$ cat config.mk
export PLATFORM = sky130hd
export DESIGN_NAME = iirs_queue
export DESIGN_NICKNAME = d
export VERILOG_FILES = /design/src/sv/iirs_pkg.sv /design/src/sv/iirs_queue.sv
export SDC_FILE = /design/constraint.sdc
export NUM_CORES = 1
export LEC_CHECK = 0
export BUFFER_PORTS_ARGS = -buffer_cell sky130_fd_sc_hd__buf_4
export CAP_MARGIN = 0
export CORE_ASPECT_RATIO = 0.75
export CORE_MARGIN = 4
export CORE_UTILIZATION = 35
export CTS_CLUSTER_SIZE = 12
export DETAILED_ROUTE_END_ITERATION = 7
export HOLD_SLACK_MARGIN = 0.03
export PLACE_DENSITY = 0.63
export SLEW_MARGIN = 20
export SYNTH_ARGS = -nofsm -noshare
export SYNTH_HDL_FRONTEND = slang
export SYNTH_SLANG_ARGS = --single-unit
$ cat constraint.sdc
create_clock -name clk -period 8.3 [get_ports clk]
set_input_delay 1.66 -clock clk [delete_from_list [all_inputs] [get_ports clk]]
set_output_delay 1.66 -clock clk [all_outputs]
set_load 0.01 [all_outputs]
$ cat src/sv/iirs_pkg.sv
// Package for the summed-area table block: sizes, codes and the command word
// passed from the front end to the back end. No dependencies.
`timescale 1ns / 1ps

package iirs_pkg;

  localparam int MAX_ROWS     = 64;
  localparam int MAX_COLUMNS  = 64;
  localparam int ROW_W        = $clog2(MAX_ROWS);
  localparam int COL_W        = $clog2(MAX_COLUMNS);
  localparam int ADDR_W       = ROW_W + COL_W;
  localparam int STORE_DEPTH  = MAX_ROWS * MAX_COLUMNS;
  localparam int COORD_W      = 6;
  localparam int VALUE_W      = 32;
  localparam int SUM_W        = 64;
  localparam int STATUS_W     = 2;
  localparam int SIZE_W       = 7;
  localparam int CFG_INDEX_W  = 2;
  localparam int QUEUE_DEPTH  = 4;
  localparam int QPTR_W       = $clog2(QUEUE_DEPTH);
  localparam int CORNERS      = 4;

  typedef logic [STATUS_W-1:0]    status_t;
  typedef logic [CFG_INDEX_W-1:0] cfg_index_t;

  localparam cfg_index_t REG_ROWS_IN_USE    = 2'd0;
  localparam cfg_index_t REG_COLUMNS_IN_USE = 2'd1;

  localparam status_t STATUS_OK         = 2'd0;
  localparam status_t STATUS_INVERTED   = 2'd1;
  localparam status_t STATUS_OUTSIDE    = 2'd2;
  localparam status_t STATUS_NOT_LOADED = 2'd3;

  localparam logic KIND_LOAD  = 1'b0;
  localparam logic KIND_QUERY = 1'b1;

  typedef struct packed {
    logic                            is_query;
    status_t                         status;
    logic [CORNERS-1:0][ADDR_W-1:0]  corner_addr;
    logic [CORNERS-1:0]              corner_used;
    logic [ADDR_W-1:0]               write_addr;
    logic [SUM_W-1:0]                load_sum;
  } cmd_t;

endpackage

$ cat src/sv/iirs_queue.sv
// Short command queue between the front end and the back end.
// Depends on iirs_pkg.
`timescale 1ns / 1ps

module iirs_queue import iirs_pkg::*; (
  input  logic  clk,
  input  logic  rst,
  input  logic  push,
  input  cmd_t  push_cmd,
  input  logic  pop,
  output cmd_t  head,
  output logic  empty,
  output logic  full
);

  cmd_t               slots [QUEUE_DEPTH];
  logic [QPTR_W-1:0]  wr_ptr;
  logic [QPTR_W-1:0]  rd_ptr;
  logic [QPTR_W:0]    count;

  assign empty = count == '0;
  assign full  = count == (QPTR_W+1)'(QUEUE_DEPTH);
  assign head  = slots[rd_ptr];

  always_ff @(posedge clk) begin
    if (push) begin
      slots[wr_ptr] <= push_cmd;
    end
  end

  always_ff @(posedge clk) begin
    if (rst) begin
      wr_ptr <= '0;
      rd_ptr <= '0;
      count  <= '0;
    end else begin
      if (push) begin
        wr_ptr <= wr_ptr + QPTR_W'(1);
      end
      if (pop) begin
        rd_ptr <= rd_ptr + QPTR_W'(1);
      end
      count <= count + (QPTR_W+1)'(push) - (QPTR_W+1)'(pop);
    end
  end

  a_no_overflow: assert property (@(posedge clk) disable iff (rst) push |-> !full)
    else $error("command queue written while full");
  a_no_underflow: assert property (@(posedge clk) disable iff (rst) pop |-> !empty)
    else $error("command queue read while empty");

endmodule

After elaboration in Yosys (flattened, before gate mapping):

Memory sizes are Yosys's and may differ from the RTL's. A register that Yosys moved wholly into a read port is not among the register bits.
Cells that the tools add are included.

* reduce and logical (&&, ||, !) cells: 1
* muxes and demuxes: 4
* add/subtract/negate cells: 4
* equal/unequal tests: 1

Operators with widths (number)
* $add A2 B1 Y2 const B: 2
* $mux W2: 2
* $add A3 B1 Y3: 1
* $eq A3 B3 Y1 const B: 1
* $logic_not A3 Y1: 1
* $sub A3 B1 Y3: 1
* $mux W1: 2

* register bits after elaboration: 7
* bits of input ports: 135
* memories kept: 1
* word-level logic and storage cells: 14
* output and inout port bits: 133
* RAM bits: 524

Memories
* slots: words 4, bits a word 131, rd ports 1, clocked after Yosys merged registers in 1, wr ports 1, RTL line iirs_queue.sv:16 `cmd_t slots [QUEUE_DEPTH];`

Logic depth before layout (Yosys ltp):

Gate-level depths: netlist (run 1).

* word-level depth: 3
* gate-level depth with buffers: 7
* depth with buffers taken out: 7

Least setup slack after synthesis (run 1):

No wires, ideal clock.

* kind: input to register
* start: input push
* end: memory slots[0][0] (netlist bit) (enable)
* path slack: 3135 ps
* setup time: 505 ps
* path buffers: 0
* cell stages on the path: 1
* required time: 7795 ps
* arrival time: 4660 ps
* cells stage by stage: and2_1

* word-level cells in the longest chain between the ends: 2

RTL lines
* from (decl): RTL line iirs_queue.sv:8 `input logic push,`
* $mux W1: RTL line iirs_queue.sv:26 `if (push) begin`
* $mux W1 (implied by the code): RTL line iirs_queue.sv:27 `slots[wr_ptr] <= push_cmd;`
* to (decl): RTL line iirs_queue.sv:16

No other way between the ends.

==> results of run 1 <==
final cells by class:
| class | count | area share |
|---|---|---|
| inverters | 6 | 0.0009528 |
| clock buffers | 72 | 0.05997 |
| clock inverters | 8 | 0.002858 |
| flip-flops and latches | 533 | 0.6736 |
| multi-input cells | 158 | 0.1352 |
| repair buffers | 279 | 0.08914 |
| well taps | 722 | 0.03822 |
synth_stat cells (all sizes together), types with 2 or more instances:
cell      n
inv       6
edfxtp  524
nor2b     2
xnor2     2
dfxtp     9
buf      26
and2      4
mux4    131
nor2      5
ha        6
clkbuf    4
power by group:
part           switching [mW]  internal (mW)
clock                   0.905           1.21
combinational           0.298          0.316
sequential             0.0383           3.10
sequential cells by signal (all words and copies together) (netlist names), named ones only:
name	flops
slots	524
count	3
wr_ptr	2
rd_ptr	2
final timing paths:
path / start / to / slack (ns) / depth (start not counted)
setup / recovery: flop / head[84] / 3.72 / 3
hold / removal: rd_ptr[0] / flop / 0.54 / 2
setup reg to reg: wr_ptr[0] / slots[3][54] / 6.01 / 3
hold reg to reg: rd_ptr[0] / flop / 0.54 / 2
routing by layer:
| layer | routed length (um) | part of all wire | track usage | vias to the layer above |
|---|---|---|---|---|
| met2 | 17660 | 0.47 | 0.1948 | 252 |
| met4 | 766 | 0.020 | 0.03355 | 2 |
| li1 | - | - | - | 3724 |
| met5 | 20 | 0.00053 | 0 | - |
| met3 | 3025 | 0.080 | 0.04112 | 58 |
| met1 | 16120 | 0.43 | 0.1728 | 4516 |
critical path, stage by stage (launching register included):
cell     delay [ns]
dfxtp_4        0.70
buf_4          0.76
mux4_2         0.63
buf_4          0.16
stage by stage:
| step | total power, mW | util | instance area (um^2) |
|---|---|---|---|
| finish | 5.860 | 0.4334 | 23640 |
| global route | 6.121 | 0.4334 | 23640 |
| CTS | 5.961 | 0.4334 | 23640 |
| detailed placement | 3.825 | 0.4062 | 22150 |
| global placement | 3.815 | 0.4062 | 22150 |
| floorplan | 3.522 | - | 19340 |
cells by family after synthesis:
family	after synthesis	share of synthesized area
AO/OA/AOI/OAI	2	0.0007759
XOR/XNOR	3	0.002134
adder cells (fa/ha/maj)	7	0.004916
buffers and inverters	36	0.01255
flip-flops	533	0.8227
multiplexers	132	0.1530
AND/OR/NAND/NOR	14	0.003881
==> key figures, run 1 <==
Outcome
  • Status: complete, no violations

Worst setup path
  • Setup CP Type: flop to output port
  • CP Capture Type: output port
  • CP Max Fanout: 43
  • Crit start category: flop
  • Worst path arrival time: a little under 3 ns
  • Required time worst endpoint: between 6 and 7 ns

Finish
  • Ant. Diodes: 0
  • Area grow syn2layout: 22.19%
  • Final #Nets: ~1200
  • Area occupied by registers: between 15000 and 20000 um^2
  • Final Non-Filler Cells: 1778
  • Most frequent cells in the layout: edfxtp_1, buf_4, mux4_2, clkbuf_16, clkbuf_1
  • Layout fillers: about 4600
  • Leading cell type in the layout, fill and taps excluded: edfxtp_1
  • Layout cells sized above 1: 0.4517
  • Multi-input logic area: 3197 um^2

Timing
  • Min Tclk post-route: about 4.6 ns
  • RSZ-0062 raised after global routing: false
  • Max Clock Skew: around 0.013 ns
  • Crit share post-route: 0.5517
  • Fmax: between 0.2 and 0.25 GHz
  • Sum Neg Setup Slack: 0 ns
  • Setup WS post-layout: 3.721 ns
  • Hold Slack: roughly 0.54 ns
  • Slew Viols, Final: 0
  • Max_slew headroom: 0.3265
  • Setup violations, final: 0
  • Slew @ Worst Pin: 1.010 ns
  • Final hold vios: 0

Yosys
  • Sequential cell area fraction in the yosys report: 0.8227
  • Share of the synthesized area in the top cell type: 0.8134
  • Syn nets: 869
  • Distinct cell type count after synthesis: 22
  • Yosys warnings: 0
  • Netlist Area Pre-Place: just under 20000 um^2
  • Largest cells by area after synthesis: edfxtp_1, mux4_2, dfxtp_1
  • Syn avg cell area: ~27 um^2
  • Post-synth EDFFs: 524
  • Register bit count reported by yosys: 533
  • Synth area leader: edfxtp_1
  • Ys flop type: edfxtp_1
  • Ys async rst share: 0
  • Syn Inst Count: roughly 730

Place
  • Number of port buffers: ~270
  • HPWL Detailed: 22230 um
  • Global placer's final weighted congestion: between 0.7 and 0.8
  • Pre-CTS setup slack: approximately 4.2 ns
  • Placed cells: approximately 1700

Die
  • I/O pin count: 268
  • Die X: 279.5 um
  • Starting Density: 0.3547
  • Core ar.: 54530 um^2
  • Die area: between 50000 and 60000 um^2
  • Die H: about 210 um
  • Row count: 74

Clock tree
  • TritonCTS buffer count: 53
  • CTS H-tree depth: 2
  • CTS root buffer: clkbuf_16
  • Clk Latency, worst-skew pair: 0.56 ns
  • CTS max path bufs: 3
  • Cts hold-fix bufs: 0
  • CTS-repair resized insts: 0
  • Clk sinks: roughly 530
  • Clock Pin Slew Worst Setup and Hold Paths: around 0.06 ns
  • Post-CTS setup buffer count: 0
  • TritonCTS clock tree: done

Pwr
  • Max IR drop VDD: 0.0001828 V
  • Power per cell area: between 200 and 250 nW/um^2
  • Leak Pwr: between 7 and 8 nW

Drt
  • Drt drc: 0
  • Routed WL: 37590 um
  • DR iter-0 viols: around 620
  • DR vias: roughly 8600
  • TritonRoute pass-1 iters: 5
  • DRT antenna net count: 0
  • Via-to-Cell Ratio: roughly 4.8
  • Post-DR wirelength/cell: between 20 and 25 um

Global route
  • First-pass GRT wire length: between 50000 and 60000 um
  • Total Routing Usage GR: 0.1255
  • Largest net degree at the start of global routing: 65
  • Initial antenna violation count: 1
  • Vias in the first global route: 9154
  • Total gr overflow: 0

Hold path
  • Hold Path Class: flop to flop

Run
  • Maxcap violations: 0
Power figures use the tool's default switching activity.
==> inputs of run 2 (changes only) <==
clock period = 4.75 ns   (was 8.3 ns; I/O delays follow)
==> run 2 against run 1 <==
  * Critical path depth is the same
  * Via count shrank 0.54%
  * Utilization grew 0.28 points
  * Worst hold slack is essentially flat
  * Sequential share of layout area shrank 0.44 points
  * Flip-flop and latch count is the same
  * Die area is the same
==> key figures, run 2 (same netlist as run 1, synthesis figures left out) <==
Die
  • Die H: 211.6 um (unchanged)
  • Starting Density: 0.3547 (unchanged)
  • Row count: 74 (unchanged)
  • I/O pin count: 268 (unchanged)
  • Die area: 59130 um^2 (unchanged)
  • Die X: 279.5 um (unchanged)
  • Core ar.: 54530 um^2 (unchanged)

Worst setup path
  • Most used cell, CP: buf_4
  • CP Capture Type: output port
  • Max stage delay on crit path: 0.93 ns (+0.17 ns)
  • Worst path top cell family by delay: flip-flops
  • Crit-path cells: buf_4 > mux4_2 > buf_4
  • R2r setup slk: 2.63 ns (-3.38 ns)
  • Reg-to-reg endpoint: slots[3][50]
  • Slowest-stage cell, CP: dfxtp_4
  • Crit start category: flop
  • Levels on crit path: 3 (unchanged)
  • R2R cell count: 3 (unchanged)
  • Required time worst endpoint: 3.80 ns (-2.84 ns)
  • Setup crit end: head[88]
  • Setup CP Type: flop to output port
  • CP Max Fanout: 37 (-14%)
  • Worst reg2reg startpoint: wr_ptr[0]
  • Worst path arrival time: 2.62 ns (-0.30 ns)
  • Worst path bufs/invs: 2 (unchanged)

Place
  • Pre-CTS setup slack: 1.656 ns (-2.545 ns)
  • Global placer's final weighted congestion: 0.6911 (-8.1%)
  • Number of port buffers: 267 (unchanged)
  • Placed cells: 1706 (+0.47%)

Drt
  • DR iter-0 viols: 582 (-6.4%)
  • Post-DR wirelength/cell: 21.64 um (+2.4%)
  • Routed WL: 38610 um (+2.7%)
  • DRT antenna net count: 0 (unchanged)
  • TritonRoute pass-1 iters: 4 (-1)
  • Via-to-Cell Ratio: 4.768 (-0.87%)
  • Drt drc: 0 (unchanged)
  • DR vias: 8506 (-0.54%)

Finish
  • Layout fillers: 4668 (+1.3%)
  • Area occupied by registers: 15920 um^2 (unchanged)
  • Ant. Diodes: 0 (unchanged)
  • Max FFs per register: 524 (unchanged)
  • Register with the most flip-flops: slots
  • Multi-input logic area: 3197 um^2 (unchanged)
  • Most frequent cells in the layout: edfxtp_1, buf_4, mux4_2, clkbuf_16, clkbuf_1
  • Final Non-Filler Cells: 1784 (+0.34%)
  • Final #Nets: 1181 (+0.68%)
  • Registers with the most flip-flops: slots: 524 flops, count: 3 flops
  • Layout cells sized above 1: 0.4567 (+0.004981)
  • Leading cell type in the layout, fill and taps excluded: edfxtp_1
  • Area grow syn2layout: 22.99%

Clock tree
  • CTS H-tree depth: 2 (unchanged)
  • CTS root buffer: clkbuf_16
  • Clock Pin Slew Worst Setup and Hold Paths: 0.06 ns (about the same)
  • TritonCTS buffer count: 53 (unchanged)
  • Clk Latency, worst-skew pair: 0.56 ns (about the same)
  • Clk sinks: 533 (unchanged)
  • CTS-repair resized insts: 0 (unchanged)
  • Post-CTS setup buffer count: 0 (unchanged)
  • CTS max path bufs: 3 (unchanged)
  • TritonCTS clock tree: done
  • Cts hold-fix bufs: 0 (unchanged)

Hold path
  • Hold Path Class: flop to flop

Outcome
  • Status: complete, no violations

Timing
  • Final hold vios: 0 (unchanged)
  • Min Tclk post-route: roughly 3.6 ns
  • Setup violations, final: 0 (unchanged)
  • Slew @ Worst Pin: 0.9056 ns (-0.1047 ns)
  • Crit share post-route: 0.7521
  • Setup WS post-layout: 1.178 ns (-2.543 ns)
  • Hold Slack: 0.5362 ns (+0.0002570 ns)
  • Max_slew headroom: 0.3963 (+0.06980)
  • Max Clock Skew: 0.01288 ns (-0.0005135 ns)
  • Slew Viols, Final: 0 (unchanged)
  • Sum Neg Setup Slack: 0 ns (unchanged)
  • RSZ-0062 raised after global routing: false
  • Fmax: approximately 0.28 GHz

Global route
  • M2 GR Usage: 0.2070 (+0.01228)
  • Most Crowded Layer GR: met2
  • Total Routing Usage GR: 0.1290 (+0.003565)
  • Largest net degree at the start of global routing: 68 (+4.6%)
  • Vias in the first global route: 9408 (+2.8%)
  • Met3 GRT Util: 0.03848 (-0.002646)
  • Met1 Usage GRT: 0.1752 (+0.002350)
  • Total gr overflow: 0 (unchanged)
  • Initial antenna violation count: 1 (unchanged)
  • First-pass GRT wire length: 57940 um (+2.1%)

Pwr
  • Leak Pwr: 7.882 nW (+0.89%)
  • Power per cell area: 432.8 nW/um^2 (+75%)
  • Power, Total: 10.30 mW (+76%)
  • Max IR drop VDD: 0.0002656 V (+45%)

Run
  • Maxcap violations: 0 (unchanged)
==> run 2: changes by cell type in the layout (fill, tap and decap cells not counted) <==
cell / before / now
clkbuf_1: 17 / 15
buf_12: 1 / 9
clkinvlp_4: 1 / 0
inv_6: 0 / 2
clkinv_4: 1 / 0
==> run 2: worst min-delay path: stages, from the launching register on <==
cell and delay [ns]:
dfxtp_1 0.31, nand3b_1 0.10, a21oi_1 0.08
==> run 2: worst min path at each step <==
stage	from	to	slack (ns)	cells after the start
after global routing	push_cmd[122]	slots[2][122]	0.54	1
after floorplan	rd_ptr[1]	flop	0.49	2
final	rd_ptr[1]	flop	0.54	2
after global placement	rd_ptr[1]	flop	0.52	2
after detailed placement	rd_ptr[1]	flop	0.53	2
after CTS	push_cmd[122]	slots[2][122]	0.53	1
==> run 2: metrics by stage <==
step / cell area, um^2 / utilization
global placement: 22310 / 0.4091
finish: 23790 / 0.4363
CTS: 23790 / 0.4363
detailed placement: 22310 / 0.4091
floorplan: 19340 / -
global route: 23790 / 0.4363
==> run 2: area by class of cell <==
type                            instances  share of cell area
Clock buffer                           70             0.05927
Clock inverter                          8            0.002892
Inverter                                6           0.0009466
Multi-Input combinational cell        158              0.1344
Sequential cell                       533              0.6693
Tap cell                              722             0.03797
Timing Repair Buffer                  287             0.09529
==> run 2: routing by layer <==
layer	vias up	share of wire
met5	-	0.00034
met3	69	0.069
li1	3742	-
met1	4475	0.43
met4	2	0.020
met2	218	0.48
==> run 2: power by group <==
group	total, mW	internal, mW	leakage (nW)	switching (mW)
logic	1.10	0.575	2.27	0.529
clock network	3.71	2.10	0.721	1.61
registers	5.48	5.41	4.89	0.0711
total	10.3	8.09	7.88	2.21
==> inputs of run 3 (changes only) <==
PLACE_DENSITY = 0.65   (was 0.63)
clock period = 3 ns   (was 4.75 ns; I/O delays follow)
==> run 3 against run 2 <==
  * Clock power is 61% higher
  * Largest cell class unchanged
  * Sequential share of layout area is 1.1 points lower
  * Via count is 1.6% higher
  * Critical endpoint is now head[54]
==> key figures, run 3 (same netlist as run 1, synthesis figures left out) <==
Global route
  • Total gr overflow: 0 (unchanged)
  • Largest net degree at the start of global routing: 53 (-22%)
  • First-pass GRT wire length: 57970 um (about the same)
  • Total Routing Usage GR: 0.1295 (+0.0004716)
  • Vias in the first global route: 9243 (-1.8%)
  • Initial antenna violation count: 2 (+1)

Timing
  • Final hold vios: 0 (unchanged)
  • Slew @ Worst Pin: 0.6446 ns (-0.2610 ns)
  • Max Clock Skew: 0.02371 ns (+0.01083 ns)
  • Max_slew headroom: 0.5703 (+0.1740)
  • RSZ-0062 raised after global routing: false
  • Crit share post-route: 0.9486
  • Fmax: 0.3514 GHz
  • Slew Viols, Final: 0 (unchanged)
  • Min Tclk post-route: 2.846 ns
  • Sum Neg Setup Slack: 0 ns (unchanged)
  • Setup violations, final: 0 (unchanged)

Worst setup path
  • Crit start category: flop
  • CP Capture Type: output port
  • R2R cell count: 4 (+1)
  • Reg-to-reg endpoint: slots[1][46]
  • Required time worst endpoint: 2.40 ns (-1.40 ns)
  • Crit-path cells: buf_16 > mux4_2 > buf_4
  • Slowest-stage cell, CP: mux4_2
  • Max stage delay on crit path: 0.60 ns (-0.33 ns)
  • CP Max Fanout: 49 (+32%)
  • Worst path arrival time: 2.25 ns (-0.37 ns)
  • Worst path bufs/invs: 2 (unchanged)
  • Setup CP Type: flop to output port
  • Levels on crit path: 3 (unchanged)
  • Worst path top cell family by delay: multiplexers
  • Setup crit end: head[54]
  • Worst reg2reg startpoint: wr_ptr[1]
  • R2r setup slk: 1.23 ns (-1.40 ns)

Die
  • Die H: 211.6 um (unchanged)
  • Die X: 279.5 um (unchanged)
  • I/O pin count: 268 (unchanged)
  • Core ar.: 54530 um^2 (unchanged)
  • Die area: 59130 um^2 (unchanged)
  • Starting Density: 0.3547 (unchanged)
  • Row count: 74 (unchanged)

Drt
  • DR iter-0 viols: 589 (+1.2%)
  • DR vias: 8646 (+1.6%)
  • Via-to-Cell Ratio: 4.758 (-0.20%)
  • Drt drc: 0 (unchanged)
  • Post-DR wirelength/cell: 21.34 um (-1.4%)
  • TritonRoute pass-1 iters: 5 (+1)
  • Routed WL: 38770 um (+0.42%)
  • DRT antenna net count: 0 (unchanged)

Finish
  • Multi-input logic area: 3197 um^2 (unchanged)
  • Layout fillers: 4573 (-2.0%)
  • Area grow syn2layout: 24.95%
  • Leading cell type in the layout, fill and taps excluded: edfxtp_1
  • Max FFs per register: 524 (unchanged)
  • Final Non-Filler Cells: 1817 (+1.8%)
  • Most frequent cells in the layout: edfxtp_1, buf_4, mux4_2, clkbuf_16
  • Layout cells sized above 1: 0.4689 (+0.01224)
  • Area occupied by registers: 15920 um^2 (unchanged)
  • Final #Nets: 1208 (+2.3%)
  • Register with the most flip-flops: slots
  • Registers with the most flip-flops: slots: 524 flops, count: 3 flops
  • Post-route cell area: 24170 um^2 (+1.6%)

Clock tree
  • TritonCTS buffer count: 53 (unchanged)
  • TritonCTS clock tree: done
  • Clk Latency, worst-skew pair: 0.58 ns (+0.02 ns)
  • Post-CTS setup buffer count: 0 (unchanged)
  • CTS root buffer: clkbuf_16
  • CTS H-tree depth: 2 (unchanged)
  • Cts hold-fix bufs: 0 (unchanged)
  • Clock Pin Slew Worst Setup and Hold Paths: 0.06 ns (about the same)
  • CTS max path bufs: 3 (unchanged)
  • Clk sinks: 533 (unchanged)

Pwr
  • Leak Pwr: 8.069 nW (+2.4%)
  • Power per cell area: 680.6 nW/um^2 (+57%)
  • Max IR drop VDD: 0.0004178 V (+57%)

Hold path
  • Hold Path Class: input pin to flop
  • Min-delay src: push_cmd[71]

Place
  • Global placer's final weighted congestion: 0.6712 (-2.9%)
  • Placed cells: 1733 (+1.6%)
  • HPWL Detailed: 24910 um
  • DP Area: 22630 um^2 (+1.4%)
  • Number of port buffers: 267 (unchanged)

Outcome
  • Status: complete, no violations

Run
  • Maxcap violations: 0 (unchanged)
## run 3: cell type report
type | count | share of cell area
clock buffer | 72 | 0.05958
antenna | 1 | 0.0001035
multi-input combinational | 158 | 0.1323
inverter | 6 | 0.0009317
clock inverter | 11 | 0.003572
sequential | 533 | 0.6587
tap | 722 | 0.03737
timing repair buffer | 314 | 0.1075
## run 3: worst min-delay path by stage
stage,endpoint,cells past startpoint,slack (ns)
floorplan,flop,2,0.49
global placement,flop,2,0.51
detailed placement,flop,2,0.54
CTS,slots[2][71],1,0.16
global route,slots[0][71],1,0.18
finish,slots[2][71],1,0.21
## run 3: metal layers
| layer | share of wire | vias to the layer above | global-route usage |
|---|---|---|---|
| met5 | 0.00028 | - | 0 |
| met4 | 0.017 | 2 | 0.03268 |
| met1 | 0.42 | 4544 | 0.1770 |
| met2 | 0.48 | 229 | 0.2018 |
| met3 | 0.083 | 57 | 0.04476 |
| li1 | - | 3814 | - |
## run 3: power breakdown
part | internal (mW) | switching [mW] | total [mW]
sequential | 8.56 | 0.101 | 8.66
clock | 3.40 | 2.56 | 5.96
combinational | 0.964 | 0.862 | 1.83
## run 3: stage by stage
stage | hold slack [ns] | power, mW | setup slack, ns | util
2_1_floorplan | 0.4918 | 9.719 | 0.3460 | -
3_3_place_gp | 0.5060 | 10.65 | 0.7068 | 0.4149
3_5_place_dp | 0.5427 | 10.70 | 0.6920 | 0.4149
4_1_cts | 0.1620 | 16.71 | 0.05731 | 0.4429
5_1_grt | 0.1754 | 17.15 | 0.0003619 | 0.4432
6_report | 0.2142 | 16.45 | 0.1541 | 0.4432
## run 3: timing repair
item / CTS / global route
resized for setup: 0 / 3
hold endpoints to repair: 0 / 0
endpoints found under the setup margin: 0 / 9
