File: src/sv/iirs_pkg.sv
// Package for the summed-area table block: sizes, codes and the command word
// passed from the front end to the back end. No dependencies.
`timescale 1ns / 1ps

package iirs_pkg;

  localparam int MAX_ROWS     = 64;
  localparam int MAX_COLUMNS  = 64;
  localparam int ROW_W        = $clog2(MAX_ROWS);
  localparam int COL_W        = $clog2(MAX_COLUMNS);
  localparam int ADDR_W       = ROW_W + COL_W;
  localparam int STORE_DEPTH  = MAX_ROWS * MAX_COLUMNS;
  localparam int COORD_W      = 6;
  localparam int VALUE_W      = 32;
  localparam int SUM_W        = 64;
  localparam int STATUS_W     = 2;
  localparam int SIZE_W       = 7;
  localparam int CFG_INDEX_W  = 2;
  localparam int QUEUE_DEPTH  = 4;
  localparam int QPTR_W       = $clog2(QUEUE_DEPTH);
  localparam int CORNERS      = 4;

  typedef logic [STATUS_W-1:0]    status_t;
  typedef logic [CFG_INDEX_W-1:0] cfg_index_t;

  localparam cfg_index_t REG_ROWS_IN_USE    = 2'd0;
  localparam cfg_index_t REG_COLUMNS_IN_USE = 2'd1;

  localparam status_t STATUS_OK         = 2'd0;
  localparam status_t STATUS_INVERTED   = 2'd1;
  localparam status_t STATUS_OUTSIDE    = 2'd2;
  localparam status_t STATUS_NOT_LOADED = 2'd3;

  localparam logic KIND_LOAD  = 1'b0;
  localparam logic KIND_QUERY = 1'b1;

  typedef struct packed {
    logic                            is_query;
    status_t                         status;
    logic [CORNERS-1:0][ADDR_W-1:0]  corner_addr;
    logic [CORNERS-1:0]              corner_used;
    logic [ADDR_W-1:0]               write_addr;
    logic [SUM_W-1:0]                load_sum;
  } cmd_t;

endpackage

File: src/sv/iirs_if.sv
// Handshake interfaces for the item, result and configuration channels.
// Depends on iirs_pkg.
`timescale 1ns / 1ps

interface iirs_item_if import iirs_pkg::*; ();
  logic                       valid;
  logic                       ready;
  logic                       kind;
  logic signed [VALUE_W-1:0]  cell_value;
  logic [COORD_W-1:0]         top_row;
  logic [COORD_W-1:0]         left_column;
  logic [COORD_W-1:0]         bottom_row;
  logic [COORD_W-1:0]         right_column;

  modport source (output valid, kind, cell_value, top_row, left_column, bottom_row,
                  right_column, input ready);
  modport sink (input valid, kind, cell_value, top_row, left_column, bottom_row,
                right_column, output ready);
endinterface


interface iirs_cfg_if import iirs_pkg::*; ();
  logic               valid;
  logic               ready;
  cfg_index_t         reg_index;
  logic [SIZE_W-1:0]  reg_data;

  modport source (output valid, reg_index, reg_data, input ready);
  modport sink (input valid, reg_index, reg_data, output ready);
endinterface

File: src/sv/iirs_front.sv
// Front end: holds the size registers and the load position, accepts items
// and turns each into a command word. Depends on iirs_pkg and iirs_if.
`timescale 1ns / 1ps

module iirs_front import iirs_pkg::*; (
  input  logic        clk,
  input  logic        rst,
  iirs_item_if.sink   item,
  iirs_cfg_if.sink    cfg,
  input  logic        queue_full,
  output logic        push,
  output cmd_t        push_cmd
);

  logic [SIZE_W-1:0]  rows_in_use;
  logic [SIZE_W-1:0]  columns_in_use;
  logic [ROW_W-1:0]   load_row;
  logic [COL_W-1:0]   load_column;
  logic [SUM_W-1:0]   row_running_sum;
  logic               frame_complete;

  logic               restart;
  logic [ROW_W-1:0]   cur_row;
  logic [COL_W-1:0]   cur_col;
  logic [SUM_W-1:0]   new_sum;
  logic [SIZE_W-1:0]  row_inc;
  logic [SIZE_W-1:0]  col_inc;
  logic               row_end;
  logic               frame_end;
  logic               item_take;
  logic               cfg_take;
  status_t            query_status;

  function automatic logic [SIZE_W-1:0] clamp_size(logic [SIZE_W-1:0] v, int limit);
    logic [SIZE_W-1:0] r;
    r = v;
    if (r == '0) begin
      r = SIZE_W'(1);
    end
    if (r > SIZE_W'(limit)) begin
      r = SIZE_W'(limit);
    end
    return r;
  endfunction

  assign item.ready = !queue_full;
  assign cfg.ready  = 1'b1;
  assign item_take  = item.valid && item.ready;
  assign cfg_take   = cfg.valid && cfg.ready;
  assign push       = item_take;

  always_comb begin
    restart = frame_complete || ({1'b0, load_row} >= rows_in_use) ||
              ({1'b0, load_column} >= columns_in_use);
    cur_row   = restart ? '0 : load_row;
    cur_col   = restart ? '0 : load_column;
    new_sum   = (restart ? '0 : row_running_sum) +
                {{(SUM_W-VALUE_W){item.cell_value[VALUE_W-1]}}, item.cell_value};
    row_inc   = {1'b0, cur_row} + SIZE_W'(1);
    col_inc   = {1'b0, cur_col} + SIZE_W'(1);
    row_end   = col_inc >= columns_in_use;
    frame_end = row_end && (row_inc >= rows_in_use);

    if (item.bottom_row < item.top_row || item.right_column < item.left_column) begin
      query_status = STATUS_INVERTED;
    end else if ({1'b0, item.bottom_row} >= rows_in_use ||
                 {1'b0, item.right_column} >= columns_in_use) begin
      query_status = STATUS_OUTSIDE;
    end else if (!frame_complete) begin
      query_status = STATUS_NOT_LOADED;
    end else begin
      query_status = STATUS_OK;
    end

    push_cmd = '0;
    if (item.kind == KIND_QUERY) begin
      push_cmd.is_query       = 1'b1;
      push_cmd.status         = query_status;
      push_cmd.corner_addr[0] = {item.bottom_row, item.right_column};
      push_cmd.corner_addr[1] = {item.top_row - 6'd1, item.right_column};
      push_cmd.corner_addr[2] = {item.bottom_row, item.left_column - 6'd1};
      push_cmd.corner_addr[3] = {item.top_row - 6'd1, item.left_column - 6'd1};
      push_cmd.corner_used    = {item.top_row != '0 && item.left_column != '0,
                                 item.left_column != '0, item.top_row != '0, 1'b1};
    end else begin
      push_cmd.is_query       = 1'b0;
      push_cmd.status         = STATUS_OK;
      push_cmd.corner_addr[0] = {cur_row - ROW_W'(1), cur_col};
      push_cmd.corner_used[0] = cur_row != '0;
      push_cmd.write_addr     = {cur_row, cur_col};
      push_cmd.load_sum       = new_sum;
    end
  end

  always_ff @(posedge clk) begin
    if (rst) begin
      rows_in_use     <= SIZE_W'(MAX_ROWS);
      columns_in_use  <= SIZE_W'(MAX_COLUMNS);
      load_row        <= '0;
      load_column     <= '0;
      row_running_sum <= '0;
      frame_complete  <= 1'b0;
    end else if (cfg_take) begin
      if (cfg.reg_index == REG_ROWS_IN_USE) begin
        rows_in_use <= clamp_size(cfg.reg_data, MAX_ROWS);
      end
      if (cfg.reg_index == REG_COLUMNS_IN_USE) begin
        columns_in_use <= clamp_size(cfg.reg_data, MAX_COLUMNS);
      end
      if (cfg.reg_index == REG_ROWS_IN_USE || cfg.reg_index == REG_COLUMNS_IN_USE) begin
        load_row        <= '0;
        load_column     <= '0;
        row_running_sum <= '0;
        frame_complete  <= 1'b0;
      end
    end else if (item_take && item.kind == KIND_LOAD) begin
      if (row_end) begin
        load_column     <= '0;
        row_running_sum <= '0;
        if (frame_end) begin
          load_row       <= '0;
          frame_complete <= 1'b1;
        end else begin
          load_row       <= row_inc[ROW_W-1:0];
          frame_complete <= 1'b0;
        end
      end else begin
        load_row        <= cur_row;
        load_column     <= col_inc[COL_W-1:0];
        row_running_sum <= new_sum;
        frame_complete  <= 1'b0;
      end
    end
  end

endmodule

File: src/flat_wrapper.sv
// flat-port wrapper written by rule: the top's interface ports become plain ports
module iirs_front_flat import iirs_pkg::*;
  (clk, rst, queue_full, push, push_cmd, item_valid, item_kind, item_cell_value, item_top_row, item_left_column, item_bottom_row, item_right_column, item_ready, cfg_valid, cfg_reg_index, cfg_reg_data, cfg_ready);
  iirs_item_if item_i ();
  iirs_cfg_if cfg_i ();
  input  logic clk;
  input  logic rst;
  input  logic queue_full;
  output logic push;
  output cmd_t push_cmd;
  input wire logic [$bits(item_i.valid)-1:0] item_valid;
  input wire logic [$bits(item_i.kind)-1:0] item_kind;
  input wire logic [$bits(item_i.cell_value)-1:0] item_cell_value;
  input wire logic [$bits(item_i.top_row)-1:0] item_top_row;
  input wire logic [$bits(item_i.left_column)-1:0] item_left_column;
  input wire logic [$bits(item_i.bottom_row)-1:0] item_bottom_row;
  input wire logic [$bits(item_i.right_column)-1:0] item_right_column;
  output wire logic [$bits(item_i.ready)-1:0] item_ready;
  input wire logic [$bits(cfg_i.valid)-1:0] cfg_valid;
  input wire logic [$bits(cfg_i.reg_index)-1:0] cfg_reg_index;
  input wire logic [$bits(cfg_i.reg_data)-1:0] cfg_reg_data;
  output wire logic [$bits(cfg_i.ready)-1:0] cfg_ready;
  assign item_i.valid = item_valid;
  assign item_i.kind = item_kind;
  assign item_i.cell_value = item_cell_value;
  assign item_i.top_row = item_top_row;
  assign item_i.left_column = item_left_column;
  assign item_i.bottom_row = item_bottom_row;
  assign item_i.right_column = item_right_column;
  assign item_ready = item_i.ready;
  assign cfg_i.valid = cfg_valid;
  assign cfg_i.reg_index = cfg_reg_index;
  assign cfg_i.reg_data = cfg_reg_data;
  assign cfg_ready = cfg_i.ready;
  iirs_front u_core (.clk(clk), .rst(rst), .item(item_i), .cfg(cfg_i), .queue_full(queue_full), .push(push), .push_cmd(push_cmd));
endmodule
File: config.mk
export PLATFORM = sky130hd
export DESIGN_NAME = iirs_front_flat
export DESIGN_NICKNAME = d
export VERILOG_FILES = /design/src/sv/iirs_pkg.sv /design/src/sv/iirs_if.sv /design/src/sv/iirs_front.sv /design/src/flat_wrapper.sv
export SDC_FILE = /design/constraint.sdc
export NUM_CORES = 1
export LEC_CHECK = 0
export ABC_CLOCK_PERIOD_IN_PS = 13900
export BUFFER_PORTS_ARGS = -buffer_cell sky130_fd_sc_hd__buf_2
export CAP_MARGIN = 10
export CORE_MARGIN = 5
export CORE_UTILIZATION = 61
export CTS_CLUSTER_SIZE = 28
export DETAILED_ROUTE_END_ITERATION = 10
export HOLD_SLACK_MARGIN = 0.03
export PLACE_DENSITY = 0.95
export SLEW_MARGIN = 5
export SYNTH_ARGS = -nofsm -noshare
export SYNTH_HDL_FRONTEND = slang
export SYNTH_SLANG_ARGS = --single-unit
File: constraint.sdc
create_clock -name clk -period 13.9 [get_ports clk]
set_input_delay 4.17 -clock clk [delete_from_list [all_inputs] [get_ports clk]]
set_output_delay 4.17 -clock clk [all_outputs]
set_load 0.02 [all_outputs]
; After elaboration in Yosys (flattened, before gate mapping)
; Index checks and enable logic that the tools add are counted.
[totals]
ff_bits = 91
input_bits = 71
out_inout_bits = 134
elab_cells = 82
[classes]
addsub = 6
magnitude_cmp = 10
n_eq_ne = 2
muxes = 38
bitwise = 1
n_reduce_logical = 19
[ops]
columns = operator, count
row1 = 64-bit 2-to-1 mux, 5
row2 = 76-bit 2-to-1 mux, 1
row3 = 64-bit adder, 1
row4 = 7-bit 2-to-1 mux, 9
row5 = 6-bit 2-to-1 mux, 10
row6 = 36-bit 2-to-1 mux, 1
row7 = 6-bit by 7-bit >= comparator with 1-bit output, 4
row8 = 6-bit nonzero test, 3
row9 = 6-bit by 1-bit subtractor with 6-bit output (second input constant), 3
row10 = 6-bit by 1-bit adder with 7-bit output (second input constant), 2
row11 = 7-bit >= comparator, 2
row12 = 7-bit greater-than comparator (second input constant), 2
row13 = 6-bit less-than comparator, 2
row14 = 12-bit 2-to-1 mux, 1
row15 = 7-bit logical NOT, 1
row16 = 1-bit 2-to-1 mux, 6
row17 = 2-bit 2-to-1 mux, 3
row18 = 3-bit 2-to-1 mux, 2
row19 = 2-bit AND reduction, 3
row20 = 1-bit logical OR, 5
row21 = 1-bit logical AND, 4
row22 = 2-bit by 1-bit == test with 1-bit output (second input constant), 1
row23 = 2-bit logical NOT, 1
row24 = 2-bit by 1-bit != test with 1-bit output (second input constant), 1
row25 = other kinds (3), 3

; Depth between registers and ports, before layout
; Gate-level depths: netlist of the first run.
[logic_depth]
depth_word = 11
mapped_depth = 24
depth_no_buf = 22

; Least setup slack after synthesis of the first run
; OpenSTA, ideal clock, no wires.
[synth_timing]
kind = input port to output port
start = input port item_cell_value[24]
end = output port push_cmd[63] (netlist bit)
t_arrival_ps = 6655
t_required_ps = 9730
slack_ps = 3075
cell_stages = 11
n_path_buf = 1
path_cell_list = ha_1 > clkbuf_1 > nand4_1 > or3_1 > a2111oi_0 > o31ai_1 > o311ai_2 > a21oi_1 > o21ai_1 > xor2_1 > nor2_1
[synth_lines]
columns = item, line
row1 = start: declaration, flat_wrapper.sv:13  ; input wire logic [$bits(item_i.cell_value)-1:0] item_cell_value;
row2 = end: declaration, flat_wrapper.sv:10  ; output cmd_t push_cmd;

==> results_dict.tcl, run 1 <==
set metrics [dict create \
    status "complete, no violations" \
    nNetsFinal 1694 \
    synthArstFlopShare_pct 0 \
    min_period_ns 12.03 \
    crit_family "compound AO/OA/AOI/OAI gates" \
    mostFrequentLayoutCell "buf_2" \
    antenna_left 0 \
    placed_area_um2 10700 \
    max-cap-violations 0 \
    vias_per_cell 6.00 \
    cts-root-buf "clkbuf_16" \
    worstSetupStartpoint "item_cell_value[31]" \
    hold_buffers 0 \
    overflow 0 \
    clockBufferDepth 2 \
    boundaryPins 205 \
    use_met2_pct 51.0 \
    holdWs_ns 0.445 \
    cp.arrival_ns 7.86 \
    die_area_um2 18700 \
    track_usage_pct 30.0 \
    antenna_found_initial 0 \
    layoutNonFillerInstCount 1722 \
    row_count 46 \
    syn-mean-instance-area_um2 7.13 \
    dp.cells 1707 \
    cts_tree "done" \
    design_area_um2 11000 \
    die_h_um 137 \
    fp.dieW_um 137 \
    skew_ns 0.00998 \
    hpwl_um 21500 \
    cts_resized 0 \
    mostFrequentLayoutCells "202 x buf_2, 182 x nor2_1, 123 x nand2_1" \
    yosys_warnings 0 \
    core_area_um2 15800 \
    wl_um 28500 \
    grt_pass1_wl_um 46500 \
    power_mw 0.729 \
    critPathCaptureType "output pin" \
    worstMarginPinSlew_ns 1.20 \
    r2r-start "u_core.load_row[4]" \
    drc 0 \
    clkTransAtPathRegs_ns 0.07 \
    grt_max_degree 108 \
    htreeDepth 3 \
    yosysSeqAreaShare_pct 18.6 \
    synthCells 1377 \
    layout-drive-gt1-share_pct 16.4 \
    drt_iter0_drc 888 \
    setup_violations 0 \
    peakVddDrop_uv 56.7 \
    met1_usage_pct 38.5 \
    power_density_nw_per_um2 66.2 \
    finalCritPeriodShare_pct 86.5 \
    syn-num-nets 1568 \
    start_kind "primary input" \
    slew_viol_final 0 \
    synth_edf_count 0 \
    cpMostUsedCell "buf_2" \
    post_cts_buffers 0 \
    vias 10340 \
    grt_busiest_layer "met2" \
    worstPathCellList "buf_2 -> ha_1 -> nand4_1 -> or3_1 -> a2111oi_0 -> o31ai_1 -> o311ai_2 -> a21oi_1 -> o21ai_1 -> xor2_1 -> nor2_1 -> buf_2" \
    grt_pass1_vias 9786 \
    slew_headroom_pct 20.3 \
    areaGrowthSynthToFinish_pct 12.2 \
    hold_viol 0 \
    fin_tns_setup_ns 0 \
    synthFlopType "dfxtp_1" \
    crit_buf_inv 2 \
    worstSetupPathType "in2out" \
    use_met3_pct 3.97 \
    slowest_delay_ns 0.59 \
    routedWlPerCell_um 16.6 \
    port_buffers 203 \
    synth_cell_type_count 67 \
    hold_start "u_core.row_running_sum[63]" \
    firstDrtPassIters 5 \
    leakage_nw 5.18 \
    gp_congestion 0.945 \
    ys_seq_elements 91 \
    max_freq_mhz 83.1 \
    antenna_cells 0 \
    start_util_pct 62.0 \
    crit_fanout 33 \
    synth_area_um2 9810 \
    critPathSlowestCell "buf_2" \
    cp.required_ns 9.73 \
    hold_path_class "reg2reg" \
    rsz0062_at_grt "false" \
    worst_skew_pair.late_latency_ns 0.36 \
    clkSinkCount 91 \
    cts_buffers 9 \
]
[cells by family (layout without fill, tap and decap cells)]
group                    after synthesis  after routing  share of synthesized area [%]
AO/OA/AOI/OAI                        367            367                           23.8
XOR/XNOR                              82             82                           7.32
adder cells (fa/ha/maj)              120            120                           15.4
buffers and inverters                153            282                           6.57
flip-flops                            91             91                           18.6
multiplexers                           8              8                          0.816
other                                  1              1                         0.0382
AND/OR/NAND/NOR                      555            555                           27.6
[worst register-to-register path, cell delays in order (launching register included)]
cell and delay (ns):
dfxtp_1 0.53, ha_1 0.31, a21o_1 0.17, a21oi_1 0.14, o221ai_1 0.36, nor3_2 0.26, buf_4 0.39, and2_1 0.19
ha_1 0.20, inv_1 0.07, fa_1 0.40, nor2b_1 0.16, o211ai_1 0.17, a211oi_1 0.30, o21ai_0 0.17, a21oi_1 0.47
a21oi_1 0.27, o21ai_0 0.31, o221ai_1 0.19, xor2_1 0.18, o21ai_0 0.10
[stage by stage]
step	utilization (%)	worst slack [ns]
3_5_place_dp	67.8	1.97
6_report	69.6	1.87
4_1_cts	69.5	1.94
3_3_place_gp	67.8	2.09
5_1_grt	69.6	1.68
2_1_floorplan	-	3.07
[cell usage after synthesis (all sizes together) (8+ instances only)]
cell type	count	share of area [%]
o21bai	11	0.84
a21oi	112	5.7
ha	119	15
buf	26	1.7
a2bb2oi	22	2.0
and2	99	6.3
nor2b	22	1.4
mux2i	8	0.82
nand2	124	4.8
nand4	29	2.0
a31oi	10	0.70
nand3	18	0.92
nor2	183	7.0
o21ai	92	4.7
a21boi	10	0.76
clkbuf	68	2.6
xnor2	45	4.0
a21o	37	2.8
nor3	20	1.1
a22oi	9	0.69
dfxtp	91	19
inv	59	2.3
nor4	10	0.64
a211oi	11	0.84
o21a	9	0.69
xor2	37	3.3
and3	8	0.51
nand2b	17	1.1
or2	10	0.64
[final cells by class]
type / count / area [um^2]
Clock inverter: 2 / 12.5
Tap cell: 216 / 270
Sequential cell: 91 / 1820
Inverter: 59 / 221
Fill cell: 1260 / 4820
Multi-Input combinational cell: 1133 / 7370
Timing Repair Buffer: 209 / 1060
Clock buffer: 12 / 256
[report_power, final]
part	switching, mW	leakage (nW)	internal (mW)
clock	0.108	0.131	0.129
sequential	0.00259	0.736	0.265
combinational	0.147	4.32	0.0773
[flip-flops by register name, indices dropped and copies added, names as in the netlist]
name and count:
u_core.columns_in_use 7, u_core.load_column 6, u_core.rows_in_use 7, u_core.row_running_sum 64, u_core.frame_complete 1, u_core.load_row 6
[worst paths after layout]
path                                end  cells after the start  slack (ns)
max reg2reg  u_core.row_running_sum[62]                     20        8.43
min          u_core.row_running_sum[63]                      2        0.44
min reg2reg  u_core.row_running_sum[63]                      2        0.44
max                        push_cmd[63]                     12        1.87
[metal layers]
layer	up-vias	wire [um]
met5	-	0
met4	0	814
met3	59	2160
met2	489	13500
met1	4745	12100
li1	5047	-
Note: power is estimated with default switching activity, not from simulation.
==> inputs of run 2 (changes only) <==
Settings changed: CORE_UTILIZATION 61 to 39, PLACE_DENSITY 0.95 to 0.71.
==> run 2 against run 1 <==
  * Wire length increased by 2.2%
  * Sequential share of layout area decreased by 0.30 points
  * Critical path type unchanged
  * Flip-flop and latch count unchanged
  * Core utilization decreased by 25 points
  * Clock skew increased by 0.0036 ns
  * Maximum frequency increased by 0.60%
==> results_dict.tcl, run 2 (synthesis gave the netlist of run 1 again) <==
set metrics [dict create \
    cts_tree "done" \
    die_h_um 169 \
    largest_register_ffs 64 \
    min_period_ns 11.96 \
    slowest_delay_ns 0.57 \
    finalCritPeriodShare_pct 86.0 \
    mostFrequentLayoutCell "buf_2" \
    antenna_cells 0 \
    worst_skew_pair.late_latency_ns 0.36 \
    slew_headroom_pct 23.8 \
    gp_congestion 0.909 \
    critPathSlowestCell "buf_2" \
    vias_per_cell 5.44 \
    critPathCaptureType "output pin" \
    rsz0062_at_grt "false" \
    skew_ns 0.0135 \
    hold_buffers 0 \
    drt_iter0_drc 513 \
    port_buffers 203 \
    vias 9985 \
    peakVddDrop_uv 41.4 \
    rrSetupSlack_ns 7.44 \
    fp.dieW_um 169 \
    layoutNonFillerInstCount 1837 \
    nNetsFinal 1693 \
    worstPathCellList "buf_2 -> ha_1 -> nand4_1 -> or3_1 -> a2111oi_0 -> o31ai_1 -> o311ai_2 -> a21oi_1 -> o21ai_1 -> xor2_1 -> nor2_1 -> buf_2" \
    grt_max_degree 108 \
    htreeDepth 3 \
    cp.required_ns 9.73 \
    hold_viol 0 \
    top_register "u_core.row_running_sum" \
    hold_start "u_core.row_running_sum[38]" \
    layout-drive-gt1-share_pct 16.5 \
    track_usage_pct 19.9 \
    r2r_cells 20 \
    grt_pass1_vias 9750 \
    die_area_um2 28400 \
    r2r-end "u_core.load_row[3]" \
    clkSinkCount 91 \
    reg_top3 "u_core.row_running_sum: 64 flops, u_core.columns_in_use: 7 flops, u_core.rows_in_use: 7 flops" \
    start_kind "primary input" \
    hpwl_um 22400 \
    cpMostUsedCell "buf_2" \
    cts_resized 0 \
    max-cap-violations 0 \
    start_util_pct 39.3 \
    leakage_nw 5.21 \
    firstDrtPassIters 5 \
    cp.arrival_ns 7.79 \
    max_freq_mhz 83.6 \
    clockBufferDepth 2 \
    boundaryPins 205 \
    row_count 58 \
    power_density_nw_per_um2 69.3 \
    wl_um 29200 \
    slew_viol_final 0 \
    mostFrequentLayoutCells "202 x buf_2, 182 x nor2_1, 123 x nand2_1" \
    crit_fanout 33 \
    r2r-start "u_core.load_row[4]" \
    areaGrowthSynthToFinish_pct 14.2 \
    routedWlPerCell_um 15.9 \
    antenna_found_initial 0 \
    status "complete, no violations" \
    crit_end "push_cmd[63]" \
    cts-root-buf "clkbuf_16" \
    hold_path_class "reg2reg" \
    worstSetupStartpoint "item_cell_value[31]" \
    fin_tns_setup_ns 0 \
    post_cts_buffers 0 \
    antenna_left 0 \
    design_area_um2 11200 \
    placed_area_um2 10900 \
    setup_violations 0 \
    crit_buf_inv 2 \
    crit_family "compound AO/OA/AOI/OAI gates" \
    worstSetupPathType "in2out" \
    worstMarginPinSlew_ns 1.14 \
    drc 0 \
    cts_buffers 9 \
    core_area_um2 25000 \
    overflow 0 \
    grt_pass1_wl_um 47600 \
    dp.cells 1820 \
    crit_cells 12 \
    clkTransAtPathRegs_ns 0.07 \
]
[run 2: worst reg2reg max path, stage by stage, from the launching register on]
cell	delay (ns)
dfxtp_1	0.54
ha_1	0.31
a21o_1	0.16
a21oi_1	0.16
o221ai_1	0.40
nor3_2	0.94
buf_4	0.63
nand2_1	0.20
inv_1	0.12
ha_1	0.22
nand3_1	0.11
xor2_1	0.17
nor4_1	0.30
ha_1	0.31
o21ai_0	0.16
nand2b_1	0.07
a31o_2	0.31
or2_2	0.61
nand2_1	0.33
nand2_1	0.11
o31ai_1	0.25
[run 2: per-stage QoR]
step / hold WS (ns) / worst slack, ns / utilization [%] / total power, mW
finish: 0.445 / 1.94 / 44.9 / 0.777
floorplan: 0.415 / 3.07 / - / 0.429
global route: 0.466 / 1.65 / 44.9 / 0.819
global placement: 0.426 / 2.06 / 43.5 / 0.495
detailed placement: 0.434 / 1.91 / 43.5 / 0.497
CTS: 0.448 / 1.91 / 44.9 / 0.786
[run 2: power by group]
part           internal [mW]  total (mW)  switching, mW  leakage [nW]
sequential             0.265       0.268        0.00246         0.736
clock                  0.165       0.285          0.121         0.164
combinational         0.0768       0.224          0.147          4.31
[run 2: final cells by class]
class / count / area, um^2
fill: 2592 / 13800
multi-input combinational: 1133 / 7370
sequential: 91 / 1820
timing repair buffer: 208 / 1050
tap: 330 / 413
clock buffer: 10 / 239
inverter: 59 / 221
clock inverter: 6 / 95.1
[run 2: per-layer routing]
layer	share of wire (%)	track usage [%]	routed length [um]
met5	0	0	0
met4	1.9	5.26	557
met3	4.5	3.11	1300
met2	47	34.9	13800
met1	46	25.5	13600
[run 2: worst min path at each step]
stage / endpoint / slack (ns) / cells after the start
after CTS: u_core.row_running_sum[63] / 0.45 / 2
after floorplan: u_core.row_running_sum[63] / 0.42 / 2
after global routing: u_core.row_running_sum[63] / 0.47 / 2
final: u_core.row_running_sum[38] / 0.45 / 2
after global placement: u_core.row_running_sum[63] / 0.43 / 2
after detailed placement: u_core.row_running_sum[31] / 0.43 / 2
